**src/rtl/tss_pkg.sv**
```systemverilog
// shared constants for the triangle scanline span block
// no dependencies
package tss_pkg;

  localparam int unsigned CFG_W = 13;
  localparam int unsigned APB_DATA_W = 32;
  localparam int unsigned APB_ADDR_W = 3;

  localparam logic [APB_ADDR_W-1:0] REG_VIS_WIDTH  = 3'd0;
  localparam logic [APB_ADDR_W-1:0] REG_VIS_HEIGHT = 3'd4;

  localparam logic [CFG_W-1:0] VIS_WIDTH_RST  = 13'd640;
  localparam logic [CFG_W-1:0] VIS_HEIGHT_RST = 13'd480;

endpackage

```
**src/rtl/triangle_scanline_span.sv**
```systemverilog
// triangle scanline span: top level with register port and pipeline
// depends on tss_pkg, tss_setup, tss_div, tss_span
// start reaches done through the setup stages, the divider stages and the span output register, one word per cycle
// throughput one query each cycle; busy is always low
// the receiver cannot stall: done_o marks each result for one cycle
// reset clears valid bits and loads width 640, height 480
module triangle_scanline_span import tss_pkg::*; #(
  parameter int unsigned COORD_BITS = 12
) (
  input  logic                  clk_i,
  input  logic                  rst_ni,
  input  logic                  start,
  output logic                  busy,
  output logic                  done_o,
  input  logic [COORD_BITS-1:0] vertex_a_x_i,
  input  logic [COORD_BITS-1:0] vertex_a_y_i,
  input  logic [COORD_BITS-1:0] vertex_b_x_i,
  input  logic [COORD_BITS-1:0] vertex_b_y_i,
  input  logic [COORD_BITS-1:0] vertex_c_x_i,
  input  logic [COORD_BITS-1:0] vertex_c_y_i,
  input  logic [COORD_BITS-1:0] row_i,
  input  logic [31:0]           fill_colour_i,
  output logic                  span_valid_o,
  output logic [COORD_BITS-1:0] span_left_o,
  output logic [COORD_BITS-1:0] span_right_o,
  output logic [COORD_BITS-1:0] span_row_o,
  output logic [31:0]           span_colour_o,
  input  logic                  psel,
  input  logic                  penable,
  input  logic                  pwrite,
  input  logic [APB_ADDR_W-1:0] paddr,
  input  logic [APB_DATA_W-1:0] pwdata,
  output logic [APB_DATA_W-1:0] prdata,
  output logic                  pready
);

  localparam int unsigned N    = COORD_BITS;
  localparam int unsigned SB_W = 5 * N + 32 + 5;

  logic [CFG_W-1:0] width_q, height_q;
  logic             wr_en;

  assign pready = 1'b1;
  assign busy   = 1'b0;
  assign wr_en  = psel && penable && pwrite;

  always_ff @(posedge clk_i or negedge rst_ni) begin
    if (!rst_ni) begin
      width_q  <= VIS_WIDTH_RST;
      height_q <= VIS_HEIGHT_RST;
    end else if (wr_en) begin
      case (paddr)
        REG_VIS_WIDTH:  width_q  <= pwdata[CFG_W-1:0];
        REG_VIS_HEIGHT: height_q <= pwdata[CFG_W-1:0];
        default: ;
      endcase
    end
  end

  always_comb begin
    case (paddr)
      REG_VIS_WIDTH:  prdata = APB_DATA_W'(width_q);
      REG_VIS_HEIGHT: prdata = APB_DATA_W'(height_q);
      default:        prdata = '0;
    endcase
  end

  logic             su_valid, su_flat, su_hit, su_inr, su_neg_l, su_neg_s;
  logic [2*N-1:0]   su_num_l, su_num_s;
  logic [N-1:0]     su_dy_l, su_dy_s, su_row, su_fmin, su_fmax, su_xl, su_xs;
  logic [31:0]      su_col;

  tss_setup #(.N(N)) u_setup (
    .clk_i           (clk_i),
    .rst_ni          (rst_ni),
    .valid_i         (start && !busy),
    .ax_i            (vertex_a_x_i),
    .ay_i            (vertex_a_y_i),
    .bx_i            (vertex_b_x_i),
    .by_i            (vertex_b_y_i),
    .cx_i            (vertex_c_x_i),
    .cy_i            (vertex_c_y_i),
    .row_i           (row_i),
    .colour_i        (fill_colour_i),
    .row_limit_i     (height_q),
    .valid_o         (su_valid),
    .num_l_o         (su_num_l),
    .dy_l_o          (su_dy_l),
    .num_s_o         (su_num_s),
    .dy_s_o          (su_dy_s),
    .row_o           (su_row),
    .colour_o        (su_col),
    .flat_o          (su_flat),
    .hit_o           (su_hit),
    .inr_o           (su_inr),
    .fmin_o          (su_fmin),
    .fmax_o          (su_fmax),
    .xl_o            (su_xl),
    .xs_o            (su_xs),
    .neg_l_o         (su_neg_l),
    .neg_s_o         (su_neg_s)
  );

  logic [SB_W-1:0] sb_in, sb_out;
  logic            dv_valid;
  logic [N-1:0]    q_l, q_s;

  assign sb_in = {su_row, su_col, su_flat, su_hit, su_inr, su_fmin, su_fmax,
                  su_xl, su_xs, su_neg_l, su_neg_s};

  tss_div #(.N(N), .SB_W(SB_W)) u_div (
    .clk_i   (clk_i),
    .rst_ni  (rst_ni),
    .valid_i (su_valid),
    .num_l_i (su_num_l),
    .dy_l_i  (su_dy_l),
    .num_s_i (su_num_s),
    .dy_s_i  (su_dy_s),
    .sb_i    (sb_in),
    .valid_o (dv_valid),
    .q_l_o   (q_l),
    .q_s_o   (q_s),
    .sb_o    (sb_out)
  );

  logic [N-1:0] dv_row, dv_fmin, dv_fmax, dv_xl, dv_xs;
  logic [31:0]  dv_col;
  logic         dv_flat, dv_hit, dv_inr, dv_neg_l, dv_neg_s;

  assign {dv_row, dv_col, dv_flat, dv_hit, dv_inr, dv_fmin, dv_fmax,
          dv_xl, dv_xs, dv_neg_l, dv_neg_s} = sb_out;

  tss_span #(.N(N)) u_span (
    .clk_i          (clk_i),
    .rst_ni         (rst_ni),
    .valid_i        (dv_valid),
    .q_l_i          (q_l),
    .q_s_i          (q_s),
    .row_i          (dv_row),
    .colour_i       (dv_col),
    .flat_i         (dv_flat),
    .hit_i          (dv_hit),
    .inr_i          (dv_inr),
    .fmin_i         (dv_fmin),
    .fmax_i         (dv_fmax),
    .xl_i           (dv_xl),
    .xs_i           (dv_xs),
    .neg_l_i        (dv_neg_l),
    .neg_s_i        (dv_neg_s),
    .clip_width_i   (width_q),
    .done_o         (done_o),
    .span_valid_o   (span_valid_o),
    .span_left_o    (span_left_o),
    .span_right_o   (span_right_o),
    .span_row_o     (span_row_o),
    .span_colour_o  (span_colour_o)
  );

endmodule

```
**src/rtl/tss_setup.sv**
```systemverilog
// front of the span pipeline: vertex sort, edge selection and products
// depends on tss_pkg
module tss_setup import tss_pkg::*; #(
  parameter int unsigned N = 12
) (
  input  logic             clk_i,
  input  logic             rst_ni,
  input  logic             valid_i,
  input  logic [N-1:0]     ax_i,
  input  logic [N-1:0]     ay_i,
  input  logic [N-1:0]     bx_i,
  input  logic [N-1:0]     by_i,
  input  logic [N-1:0]     cx_i,
  input  logic [N-1:0]     cy_i,
  input  logic [N-1:0]     row_i,
  input  logic [31:0]      colour_i,
  input  logic [CFG_W-1:0] row_limit_i,
  output logic             valid_o,
  output logic [2*N-1:0]   num_l_o,
  output logic [N-1:0]     dy_l_o,
  output logic [2*N-1:0]   num_s_o,
  output logic [N-1:0]     dy_s_o,
  output logic [N-1:0]     row_o,
  output logic [31:0]      colour_o,
  output logic             flat_o,
  output logic             hit_o,
  output logic             inr_o,
  output logic [N-1:0]     fmin_o,
  output logic [N-1:0]     fmax_o,
  output logic [N-1:0]     xl_o,
  output logic [N-1:0]     xs_o,
  output logic             neg_l_o,
  output logic             neg_s_o
);

  localparam int unsigned CW = (N + 1 > CFG_W) ? N + 1 : CFG_W;

  // stage 1: sort by y
  logic [N-1:0] x0, y0, x1, y1, x2, y2, t0, t1;
  logic [N-1:0] x0_q, y0_q, x1_q, y1_q, x2_q, y2_q, row1_q;
  logic [31:0]  col1_q;
  logic         v1_q;

  always_comb begin
    x0 = ax_i; y0 = ay_i; x1 = bx_i; y1 = by_i; x2 = cx_i; y2 = cy_i;
    t0 = '0; t1 = '0;
    if (y0 > y1) begin
      t0 = x0; t1 = y0; x0 = x1; y0 = y1; x1 = t0; y1 = t1;
    end
    if (y1 > y2) begin
      t0 = x1; t1 = y1; x1 = x2; y1 = y2; x2 = t0; y2 = t1;
    end
    if (y0 > y1) begin
      t0 = x0; t1 = y0; x0 = x1; y0 = y1; x1 = t0; y1 = t1;
    end
  end

  always_ff @(posedge clk_i or negedge rst_ni) begin
    if (!rst_ni) begin
      v1_q <= 1'b0;
    end else begin
      v1_q <= valid_i;
    end
  end

  always_ff @(posedge clk_i) begin
    x0_q <= x0; y0_q <= y0; x1_q <= x1; y1_q <= y1; x2_q <= x2; y2_q <= y2;
    row1_q <= row_i;
    col1_q <= colour_i;
  end

  // stage 2: case flags and edge differences
  logic         flat_d, hit_d, inr_d, neg_l_d, neg_s_d;
  logic [N-1:0] fmin_d, fmax_d, mag_l_d, dyy_l_d, dy_l_d, mag_s_d, dyy_s_d, dy_s_d, xs_d;
  logic [N-1:0] mag_l_q, dyy_l_q, dy_l_q, mag_s_q, dyy_s_q, dy_s_q, xs2_q, xl2_q;
  logic [N-1:0] fmin2_q, fmax2_q, row2_q;
  logic [31:0]  col2_q;
  logic         flat2_q, hit2_q, inr2_q, neg_l2_q, neg_s2_q, v2_q;

  always_comb begin
    flat_d = (y0_q == y2_q);
    hit_d  = (row1_q == y0_q);
    fmin_d = x0_q;
    fmax_d = x0_q;
    if (x1_q < fmin_d) fmin_d = x1_q;
    if (x1_q > fmax_d) fmax_d = x1_q;
    if (x2_q < fmin_d) fmin_d = x2_q;
    if (x2_q > fmax_d) fmax_d = x2_q;
    inr_d = !flat_d && (CW'(row1_q) < CW'(row_limit_i)) &&
            (row1_q >= y0_q) && (row1_q <= y2_q);
    neg_l_d = (x2_q < x0_q);
    mag_l_d = neg_l_d ? (x0_q - x2_q) : (x2_q - x0_q);
    dyy_l_d = row1_q - y0_q;
    dy_l_d  = y2_q - y0_q;
    if (row1_q <= y1_q) begin
      if (y1_q > y0_q) begin
        xs_d    = x0_q;
        neg_s_d = (x1_q < x0_q);
        mag_s_d = neg_s_d ? (x0_q - x1_q) : (x1_q - x0_q);
        dyy_s_d = row1_q - y0_q;
        dy_s_d  = y1_q - y0_q;
      end else begin
        xs_d    = x1_q;
        neg_s_d = 1'b0;
        mag_s_d = '0;
        dyy_s_d = '0;
        dy_s_d  = N'(1);
      end
    end else begin
      xs_d    = x1_q;
      neg_s_d = (x2_q < x1_q);
      mag_s_d = neg_s_d ? (x1_q - x2_q) : (x2_q - x1_q);
      dyy_s_d = row1_q - y1_q;
      dy_s_d  = y2_q - y1_q;
    end
  end

  always_ff @(posedge clk_i or negedge rst_ni) begin
    if (!rst_ni) begin
      v2_q <= 1'b0;
    end else begin
      v2_q <= v1_q;
    end
  end

  always_ff @(posedge clk_i) begin
    flat2_q <= flat_d; hit2_q <= hit_d; inr2_q <= inr_d;
    fmin2_q <= fmin_d; fmax2_q <= fmax_d;
    neg_l2_q <= neg_l_d; mag_l_q <= mag_l_d; dyy_l_q <= dyy_l_d; dy_l_q <= dy_l_d;
    neg_s2_q <= neg_s_d; mag_s_q <= mag_s_d; dyy_s_q <= dyy_s_d; dy_s_q <= dy_s_d;
    xs2_q <= xs_d; xl2_q <= x0_q;
    row2_q <= row1_q; col2_q <= col1_q;
  end

  // stage 3: products
  logic [2*N-1:0] num_l_q, num_s_q;
  logic [N-1:0]   dy_l3_q, dy_s3_q, row3_q, fmin3_q, fmax3_q, xl3_q, xs3_q;
  logic [31:0]    col3_q;
  logic           flat3_q, hit3_q, inr3_q, neg_l3_q, neg_s3_q, v3_q;

  always_ff @(posedge clk_i or negedge rst_ni) begin
    if (!rst_ni) begin
      v3_q <= 1'b0;
    end else begin
      v3_q <= v2_q;
    end
  end

  always_ff @(posedge clk_i) begin
    num_l_q <= (2*N)'(mag_l_q) * (2*N)'(dyy_l_q);
    num_s_q <= (2*N)'(mag_s_q) * (2*N)'(dyy_s_q);
    dy_l3_q <= dy_l_q; dy_s3_q <= dy_s_q;
    row3_q <= row2_q; col3_q <= col2_q;
    flat3_q <= flat2_q; hit3_q <= hit2_q; inr3_q <= inr2_q;
    fmin3_q <= fmin2_q; fmax3_q <= fmax2_q;
    xl3_q <= xl2_q; xs3_q <= xs2_q; neg_l3_q <= neg_l2_q; neg_s3_q <= neg_s2_q;
  end

  assign valid_o  = v3_q;
  assign num_l_o  = num_l_q;
  assign dy_l_o   = dy_l3_q;
  assign num_s_o  = num_s_q;
  assign dy_s_o   = dy_s3_q;
  assign row_o    = row3_q;
  assign colour_o = col3_q;
  assign flat_o   = flat3_q;
  assign hit_o    = hit3_q;
  assign inr_o    = inr3_q;
  assign fmin_o   = fmin3_q;
  assign fmax_o   = fmax3_q;
  assign xl_o     = xl3_q;
  assign xs_o     = xs3_q;
  assign neg_l_o  = neg_l3_q;
  assign neg_s_o  = neg_s3_q;

endmodule

```
**src/rtl/tss_div.sv**
```systemverilog
// pipelined restoring divider, two lanes, one quotient bit per stage
// quotient fits in N bits since the numerator is below dy * 2**N
module tss_div #(
  parameter int unsigned N    = 12,
  parameter int unsigned SB_W = 8
) (
  input  logic            clk_i,
  input  logic            rst_ni,
  input  logic            valid_i,
  input  logic [2*N-1:0]  num_l_i,
  input  logic [N-1:0]    dy_l_i,
  input  logic [2*N-1:0]  num_s_i,
  input  logic [N-1:0]    dy_s_i,
  input  logic [SB_W-1:0] sb_i,
  output logic            valid_o,
  output logic [N-1:0]    q_l_o,
  output logic [N-1:0]    q_s_o,
  output logic [SB_W-1:0] sb_o
);

  logic [2*N-1:0]  rl [0:N];
  logic [2*N-1:0]  rs [0:N];
  logic [N-1:0]    dl [0:N];
  logic [N-1:0]    ds [0:N];
  logic [N-1:0]    ql [0:N];
  logic [N-1:0]    qs [0:N];
  logic [SB_W-1:0] sb [0:N];
  logic            v  [0:N];

  assign rl[0] = num_l_i;
  assign rs[0] = num_s_i;
  assign dl[0] = dy_l_i;
  assign ds[0] = dy_s_i;
  assign ql[0] = '0;
  assign qs[0] = '0;
  assign sb[0] = sb_i;
  assign v[0]  = valid_i;

  for (genvar s = 0; s < N; s++) begin : g_stage
    logic [2*N-1:0] cmp_l, cmp_s;
    logic           bit_l, bit_s;

    assign cmp_l = (2*N)'(dl[s]) << (N - 1 - s);
    assign cmp_s = (2*N)'(ds[s]) << (N - 1 - s);
    assign bit_l = (rl[s] >= cmp_l);
    assign bit_s = (rs[s] >= cmp_s);

    always_ff @(posedge clk_i or negedge rst_ni) begin
      if (!rst_ni) begin
        v[s+1] <= 1'b0;
      end else begin
        v[s+1] <= v[s];
      end
    end

    always_ff @(posedge clk_i) begin
      rl[s+1] <= bit_l ? (rl[s] - cmp_l) : rl[s];
      rs[s+1] <= bit_s ? (rs[s] - cmp_s) : rs[s];
      ql[s+1] <= {ql[s][N-2:0], bit_l};
      qs[s+1] <= {qs[s][N-2:0], bit_s};
      dl[s+1] <= dl[s];
      ds[s+1] <= ds[s];
      sb[s+1] <= sb[s];
    end
  end

  assign valid_o = v[N];
  assign q_l_o   = ql[N];
  assign q_s_o   = qs[N];
  assign sb_o    = sb[N];

endmodule

```
**src/rtl/tss_span.sv**
```systemverilog
// back of the span pipeline: edge x, ordering, right clip, output register
// depends on tss_pkg
module tss_span import tss_pkg::*; #(
  parameter int unsigned N = 12
) (
  input  logic             clk_i,
  input  logic             rst_ni,
  input  logic             valid_i,
  input  logic [N-1:0]     q_l_i,
  input  logic [N-1:0]     q_s_i,
  input  logic [N-1:0]     row_i,
  input  logic [31:0]      colour_i,
  input  logic             flat_i,
  input  logic             hit_i,
  input  logic             inr_i,
  input  logic [N-1:0]     fmin_i,
  input  logic [N-1:0]     fmax_i,
  input  logic [N-1:0]     xl_i,
  input  logic [N-1:0]     xs_i,
  input  logic             neg_l_i,
  input  logic             neg_s_i,
  input  logic [CFG_W-1:0] clip_width_i,
  output logic             done_o,
  output logic             span_valid_o,
  output logic [N-1:0]     span_left_o,
  output logic [N-1:0]     span_right_o,
  output logic [N-1:0]     span_row_o,
  output logic [31:0]      span_colour_o
);

  localparam int unsigned CW = (N + 1 > CFG_W) ? N + 1 : CFG_W;

  logic [N:0]    ea, eb;
  logic [N-1:0]  xa, xb, left_d, right_d;
  logic [CW-1:0] sw, swm1;
  logic          valid_d;

  always_comb begin
    ea = {1'b0, xl_i} + (neg_l_i ? -{1'b0, q_l_i} : {1'b0, q_l_i});
    eb = {1'b0, xs_i} + (neg_s_i ? -{1'b0, q_s_i} : {1'b0, q_s_i});
    xa = (ea[N-1:0] > eb[N-1:0]) ? eb[N-1:0] : ea[N-1:0];
    xb = (ea[N-1:0] > eb[N-1:0]) ? ea[N-1:0] : eb[N-1:0];
    sw   = CW'(clip_width_i);
    swm1 = sw - CW'(1);
    left_d  = '0;
    right_d = '0;
    valid_d = 1'b0;
    if (flat_i) begin
      if (hit_i) begin
        valid_d = 1'b1;
        left_d  = fmin_i;
        right_d = fmax_i;
      end
    end else if (inr_i) begin
      if (CW'(xb) >= sw) begin
        valid_d = (sw != '0) && (CW'(xa) <= swm1);
        right_d = swm1[N-1:0];
      end else begin
        valid_d = 1'b1;
        right_d = xb;
      end
      left_d = xa;
    end
    if (!valid_d) begin
      left_d  = '0;
      right_d = '0;
    end
  end

  logic          done_q, sv_q;
  logic [N-1:0]  left_q, right_q, row_q;
  logic [31:0]   col_q;

  always_ff @(posedge clk_i or negedge rst_ni) begin
    if (!rst_ni) begin
      done_q <= 1'b0;
    end else begin
      done_q <= valid_i;
    end
  end

  always_ff @(posedge clk_i) begin
    sv_q    <= valid_d;
    left_q  <= left_d;
    right_q <= right_d;
    row_q   <= row_i;
    col_q   <= colour_i;
  end

  assign done_o        = done_q;
  assign span_valid_o  = sv_q;
  assign span_left_o   = left_q;
  assign span_right_o  = right_q;
  assign span_row_o    = row_q;
  assign span_colour_o = col_q;

endmodule

```
**config.mk**
```make
export PLATFORM = sky130hd
export DESIGN_NAME = triangle_scanline_span
export DESIGN_NICKNAME = d
export VERILOG_FILES = /design/src/rtl/tss_pkg.sv /design/src/rtl/triangle_scanline_span.sv /design/src/rtl/tss_setup.sv /design/src/rtl/tss_div.sv /design/src/rtl/tss_span.sv
export SDC_FILE = /design/constraint.sdc
export NUM_CORES = 2
export LEC_CHECK = 0
export BUFFER_PORTS_ARGS = -buffer_cell sky130_fd_sc_hd__buf_4
export CAP_MARGIN = 20
export CORE_MARGIN = 10
export CORE_UTILIZATION = 54
export DETAILED_ROUTE_END_ITERATION = 12
export HOLD_SLACK_MARGIN = 0.08
export PLACE_DENSITY = 0.75
export SYNTH_ARGS = -nofsm -noshare
export SYNTH_HDL_FRONTEND = slang
export SYNTH_SLANG_ARGS = --single-unit
export TNS_END_PERCENT = 5
```
**constraint.sdc**
```tcl
create_clock -name clk_i -period 17.75 [get_ports clk_i]
set_input_delay 0.8875 -clock clk_i [delete_from_list [all_inputs] [get_ports clk_i]]
set_output_delay 0.8875 -clock clk_i [all_outputs]
set_load 0.02 [all_outputs]
```
### After elaboration in Yosys (flattened, before gate mapping)

Index checks and enable logic that the tools add are counted.

| storage, ports and cells | value |
|---|---|
| input bits | 157 |
| word-level logic and storage cells | 305 |
| register bits after elaboration | 2677 |

| operators by class | value |
|---|---|
| multipliers | 2 |
| magnitude comparators | 41 |
| reductions and logical operators | 11 |
| add/subtract/negate cells | 38 |
| equality and inequality tests | 3 |
| muxes and demuxes | 67 |

Operator list:

| cell | number |
|---|---|
| 24-bit 2-to-1 mux | 22 |
| 12-bit 2-to-1 mux | 38 |
| 12-bit subtractor | 11 |
| 12-bit > comparator | 7 |
| 24-bit by 12-bit >= comparator with 1-bit output | 2 |
| 24-bit by 13-bit >= comparator with 1-bit output | 2 |
| 24-bit by 14-bit >= comparator with 1-bit output | 2 |
| 24-bit by 15-bit >= comparator with 1-bit output | 2 |
| 24-bit by 16-bit >= comparator with 1-bit output | 2 |
| 24-bit by 17-bit >= comparator with 1-bit output | 2 |
| 24-bit by 18-bit >= comparator with 1-bit output | 2 |
| 24-bit by 19-bit >= comparator with 1-bit output | 2 |
| 24-bit by 20-bit >= comparator with 1-bit output | 2 |
| 24-bit by 21-bit >= comparator with 1-bit output | 2 |
| 24-bit by 22-bit >= comparator with 1-bit output | 2 |
| 24-bit by 23-bit >= comparator with 1-bit output | 2 |
| 12-bit < comparator | 4 |
| 12-bit by 12-bit multiplier with 24-bit output | 2 |
| 24-bit by 13-bit subtractor with 24-bit output | 2 |
| 24-bit by 14-bit subtractor with 24-bit output | 2 |
| 24-bit by 15-bit subtractor with 24-bit output | 2 |
| 24-bit by 16-bit subtractor with 24-bit output | 2 |
| 24-bit by 17-bit subtractor with 24-bit output | 2 |
| 24-bit by 18-bit subtractor with 24-bit output | 2 |
| 22 further kinds | 42 |

### Logic depth before layout (Yosys ltp)

| depth | value |
|---|---|
| depth after elaboration | 10 |
| mapped depth | 33 |

### Hierarchy

From an unflattened synthesis, not the netlist that was laid out.

| second synthesis, totals | value |
|---|---|
| cells, all modules | 8795 |
| area total of the unflattened synthesis | 97528.5 um^2 |

By module, submodules not included:

| module | sequential area each (um^2) | cells an instance | times used | area an instance (um^2) |
|---|---|---|---|---|
| tss_div | 42580.8 | 5223 | 1 | 63084.3 |
| tss_setup | 9163.8 | 2904 | 1 | 28081.9 |
| tss_span | 1406.3 | 554 | 1 | 4937.2 |
| triangle_scanline_span | 658.1 | 114 | 1 | 1425.1 |

### Worst setup path before layout

No wires, ideal clock.

| path | value |
|---|---|
| path type | input-to-reg |
| from | in vertex_b_y_i[11] |
| to | reg u_setup.x1_q[10] |
| setup time | 0.095 ns |
| path slack | 11.308 ns |
| data required time | 17.655 ns |
| cell stages on the path | 27 |
| path buffers | 6 |
| data arrival time | 6.346 ns |
| path through | inv_1 -> ha_1 -> nand4_1 -> or2_2 -> nor2_1 -> o22a_1 -> clkbuf_1 -> buf_2 -> mux2_2 -> ha_1 -> nand4_1 -> or2_2 -> o21ai_0 -> o22a_1 -> buf_2 -> buf_2 -> mux2i_1 -> ha_1 -> a21o_1 -> a21o_1 -> a21oi_1 -> o21ai_0 -> o22a_1 -> buf_1 -> mux2_2 -> clkbuf_1 -> a221oi_1 |

| between the ends | value |
|---|---|
| word-level cells in the longest chain between the ends | 6 |
| elaborated cells between the ends (all ways) | 10 |
| those cells by class | 3 x order compare; 7 x mux |

Ends and longest elaborated chain:

| what | RTL line | source |
|---|---|---|
| from (decl) | triangle_scanline_span.sv:18 | `input logic [COORD_BITS-1:0] vertex_b_y_i,` |
| 12-bit > comparator | tss_setup.sv:47 | `if (y0 > y1) begin` |
| 12-bit 2-to-1 mux | tss_setup.sv:47 |  |
| 12-bit > comparator | tss_setup.sv:50 | `if (y1 > y2) begin` |
| 12-bit 2-to-1 mux | tss_setup.sv:50 |  |
| 12-bit > comparator | tss_setup.sv:53 | `if (y0 > y1) begin` |
| 12-bit 2-to-1 mux (*) | tss_setup.sv:53 |  |
| named net u_setup.x1[10] | tss_setup.sv:39 | `logic [N-1:0] x0, y0, x1, y1, x2, y2, t0, t1;` |
| to (signal assigned) | tss_setup.sv:67 | `x0_q <= x0; y0_q <= y0; x1_q <= x1; y1_q <= y1; x2_q <= x2; y2_q <= y2;` |
| to (decl) | tss_setup.sv:40 | `logic [N-1:0] x0_q, y0_q, x1_q, y1_q, x2_q, y2_q, row1_q;` |

Mark *: on every way through the listed nets, which the timed path passes. The rest lies on a longest branch.
A chain may end at the register's enable or synchronous reset.

### Worst setup path after layout

| path | value |
|---|---|
| from | reg u_div.ql, in the netlist u_div.q_l_o[0] |
| to | reg u_span.right_q[7], in the netlist u_span.span_right_o[7] |

| between the ends | value |
|---|---|
| word-level cells in the longest chain between the ends | 10 |
| elaborated cells between the ends (all ways) | 15 |
| those cells by class | 2 x add/sub; 3 x order compare; 9 x mux; 1 x reduce/logical |

Ends and longest elaborated chain:

| what | RTL line | source |
|---|---|---|
| from (decl) | tss_div.sv:25 | `logic [N-1:0] ql [0:N];` |
| from (signal, indexed assignment) | tss_div.sv:59 | `ql[s+1] <= {ql[s][N-2:0], bit_l};` |
| 12-bit negation | tss_span.sv:39 | `ea = {1'b0, xl_i} + (neg_l_i ? -{1'b0, q_l_i} : {1'b0, q_l_i});` |
| 12-bit 2-to-1 mux (*) | tss_span.sv:39 |  |
| 12-bit adder (*) | tss_span.sv:39 |  |
| 12-bit > comparator | tss_span.sv:41, tss_span.sv:42 |  |
| 12-bit 2-to-1 mux | tss_span.sv:41 | `xa = (ea[N-1:0] > eb[N-1:0]) ? eb[N-1:0] : ea[N-1:0];` |
| 12-bit by 13-bit <= comparator with 1-bit output | tss_span.sv:56 | `valid_d = (sw != '0) && (CW'(xa) <= swm1);` |
| 1-bit logical AND | tss_span.sv:56 |  |
| 1-bit 2-to-1 mux | tss_span.sv:55 | `if (CW'(xb) >= sw) begin` |
| 1-bit 2-to-1 mux | tss_span.sv:54 | `end else if (inr_i) begin` |
| 1-bit 2-to-1 mux | tss_span.sv:48 | `if (flat_i) begin` |
| to (signal assigned) | tss_span.sv:85 | `right_q <= right_d;` |
| to (decl) | tss_span.sv:71 | `logic [N-1:0] left_q, right_q, row_q;` |

Every way passes the cells marked *; elsewhere a longest branch is shown, timed or not.

==> impl_metrics.toml <==
[synth]
synthArstFlopShare_pct = 1.57
synth_edf_count = 0
yosys_warnings = 0
synth_area_sq_um = 95700
synthCells = 8620
yosysSeqAreaShare_pct = 56.3
syn_avg_cell_area_sq_um = 11.1
ys_seq_elements = 2677
synth.distinct_cells = 100
ys.flop_type = "dfxtp_1"

[layout]
nets = 10100
multi_input_area_sq_um = 37700
drive_gt1_share_pct = 9.20
seq_area_sq_um = 53800
fill_cells = 13700
area_delta_synth_final_pct = 14.1
final_area_sq_um = 109000

[die]
die_h_um = 441
rows = 154
dieArea_sq_um = 194000
io_pins = 261
core_sq_um = 176000
initial_utilization_pct = 54.3
fp.dieW_um = 441

[worst_setup_path]
cp.buffers_inverters = 3
crit_path_end_kind = "register"
arrival_ns = 7.96
crit_top_cell = "ha_1"
cp.required_ns = 18.49
crit_fanout = 24
critPathMaxStageDelay_ns = 0.74
startpoint_type = "register"
cp_top_family = "compound AO/OA/AOI/OAI gates"
path_class = "reg2reg"
cp_slowest_cell = "o32ai_1"

[route]
vias_per_cell = 5.10
drtIter0Drc = 3422
drc = 0
wl_um = 198000
drtPass1Iterations = 6
num_vias = 58800
avgRoutedWirePerCell_um = 17.1
postRouteAntennaNets = 0

[clocking]
tritoncts = "yes"
htreeDepth = 5
numCtsBuffers = 274
root_buffer = "clkbuf_16"
clockBufferDepth = 4
clkSinkCount = 2677
clk_latency_ns = 0.90
clk_pin_slew_ns = 0.06
post_cts.repair.setup_buffers = 0

[global_route]
grt_pass1_wl_um = 314000
grtUsageTotal_pct = 19.9
antenna_found_initial = 8
gr-total-overflow = 0
grt_pass1_vias = 60400
grt_max_degree = 46

[timing]
fin_skew_ns = 0.0452
worst_pin_slew_ns = 1.17
rsz0062_at_grt = "false"
slew_headroom_pct = 21.0
whs_ns = 0.219
final.min_clock_period_ns = 7.22
slew_viol_final = 0
finalSetupTns_ns = 0
period_share_pct = 40.7
setup_violations = 0
fmax_mhz = 138
hold_violations = 0

[placed_design]
hpwl_um = 148000
place_area_sq_um = 99500
portBuffers = 220
gp_congestion = 0.955

[outcome]
outcome = "finished clean"

[run]
drv_cap = 0

[worst_hold_path]
hold_class = "in2reg"
-- cell usage in the layout (no fill, tap or decap), types with 23 or more instances in the layout --
cell / count
a31oi_1: 31
nor3_1: 136
o21ai_0: 322
a21boi_0: 29
a211oi_1: 37
inv_1: 869
clkbuf_1: 26
mux2_2: 82
xnor2_1: 253
nand2b_1: 84
fa_1: 235
nor4_1: 74
dfrtp_1: 36
o31ai_1: 54
ha_1: 688
dfxtp_1: 2635
nor2b_1: 95
o21ai_1: 42
xor2_1: 196
clkbuf_16: 279
and2_1: 119
buf_4: 244
clkinv_2: 31
o21bai_1: 31
dlygate4sd3_1: 46
or2_2: 26
o21a_1: 40
a21oi_1: 436
and3_1: 28
nand2_1: 577
mux2i_1: 140
nand3_1: 87
nand4_1: 77
a21o_1: 167
o22ai_1: 23
or3_1: 46
clkbuf_8: 55
nor2_1: 395
-- state kept, by name (all words and copies together), names as in the netlist, 13 cells and up --
signal,count
height_q,13
u_div.dl,132
u_div.ds,132
u_div.ql,66
u_div.qs,66
u_div.rl,264
u_div.rs,264
u_div.sb,1067
u_div.sb_o,97
u_setup.col1_q,32
u_setup.col2_q,32
u_setup.colour_o,32
u_setup.num_l_o,24
u_setup.num_s_o,24
u_span.span_colour_o,32
width_q,13
-- metal layers --
metal / wire [um] / GRT usage [%] / up-vias
li1: - / - / 29500
met1: 85400 / 24.2 / 27600
met2: 94800 / 34.5 / 1322
met3: 8330 / 3.51 / 413
met4: 8950 / 9.08 / 2
met5: 13 / 0 / -
-- stage by stage --
stage / utilization, % / setup WS [ns] / cells
finish: 62.0 / 10.53 / 11500
global route: 62.0 / 10.04 / 11500
CTS: 62.0 / 10.61 / 11500
detailed placement: 56.5 / 9.78 / 11000
global placement: 56.5 / 9.82 / 11000
floorplan: - / 11.31 / 8639
-- what timing repair did --
item	in CTS	in global routing
hold buffers	46	0
setup endpoints to repair	0	0
endpoints found under the hold margin	81	0
gates resized for setup	0	0
-- final cells by class --
cell class / instances / share of cell area [%]
clock buffers: 360 / 7.18
repair buffers: 291 / 2.12
inverters: 872 / 3.00
diodes: 4 / 0.00917
flip-flops and latches: 2677 / 49.3
multi-input cells: 4880 / 34.5
clock inverters: 106 / 1.17
well taps: 2340 / 2.68
-- Yosys cell counts, drive strengths merged (20+ instances only) --
master  number  area share, %
dfrtp       36           0.94
a21oi      438            2.3
nor2       395            1.6
nor4        75           0.50
mux2        91            1.1
nand2      577            2.3
nand2b      84           0.55
xnor2      254            2.3
and2       119           0.78
o21bai      31           0.24
a21boi      35           0.28
o21ai      364            1.9
a31oi       31           0.20
a211oi      40           0.33
clkbuf     132           0.52
o22ai       23           0.15
xor2       196            1.8
buf         78           0.49
nor2b       95           0.62
nor3       137           0.72
nand4       77           0.50
o31ai       57           0.46
or3         46           0.30
mux2i      140            1.5
ha         688            9.0
fa         235            4.9
a221oi      20           0.20
a21o       167            1.3
or2         30           0.20
nand4b      21           0.19
o21a        40           0.31
nand3       87           0.46
inv        872            3.4
and3        28           0.18
dfxtp     2635             55
-- logic make-up (layout without fill, tap and decap cells) --
kind of cell,count (synthesis),after routing,share of synthesized area (%)
compound gates,1411,1411,9.28
xor+xnor,450,450,4.13
fa+ha+maj,923,923,13.9
buf+inv,1082,1629,4.43
flops,2677,2677,56.3
mux,231,231,2.54
other cells,2,25,0.00785
simple gates,1844,1844,9.44
-- path summary, 6_finish.rpt --
kind / cells after the start / slack [ns] / endpoint / start
max: 29 / 10.53 / u_span.span_right_o[7] / u_div.q_l_o[0]
min: 2 / 0.22 / height_q[1] / pwdata[1]
max reg2reg: 29 / 10.53 / u_span.span_right_o[7] / u_div.q_l_o[0]
min reg2reg: 0 / 0.29 / u_div.sb[1048] / u_div.sb[1145]
max in group asynchronous: 2 / 16.83 / width_q[9] / rst_ni
min in group asynchronous: 2 / 0.54 / u_div.v[11] / rst_ni
Power is not shown: default switching activity piles up to over one toggle a cycle in this logic, so the estimate is an artifact.
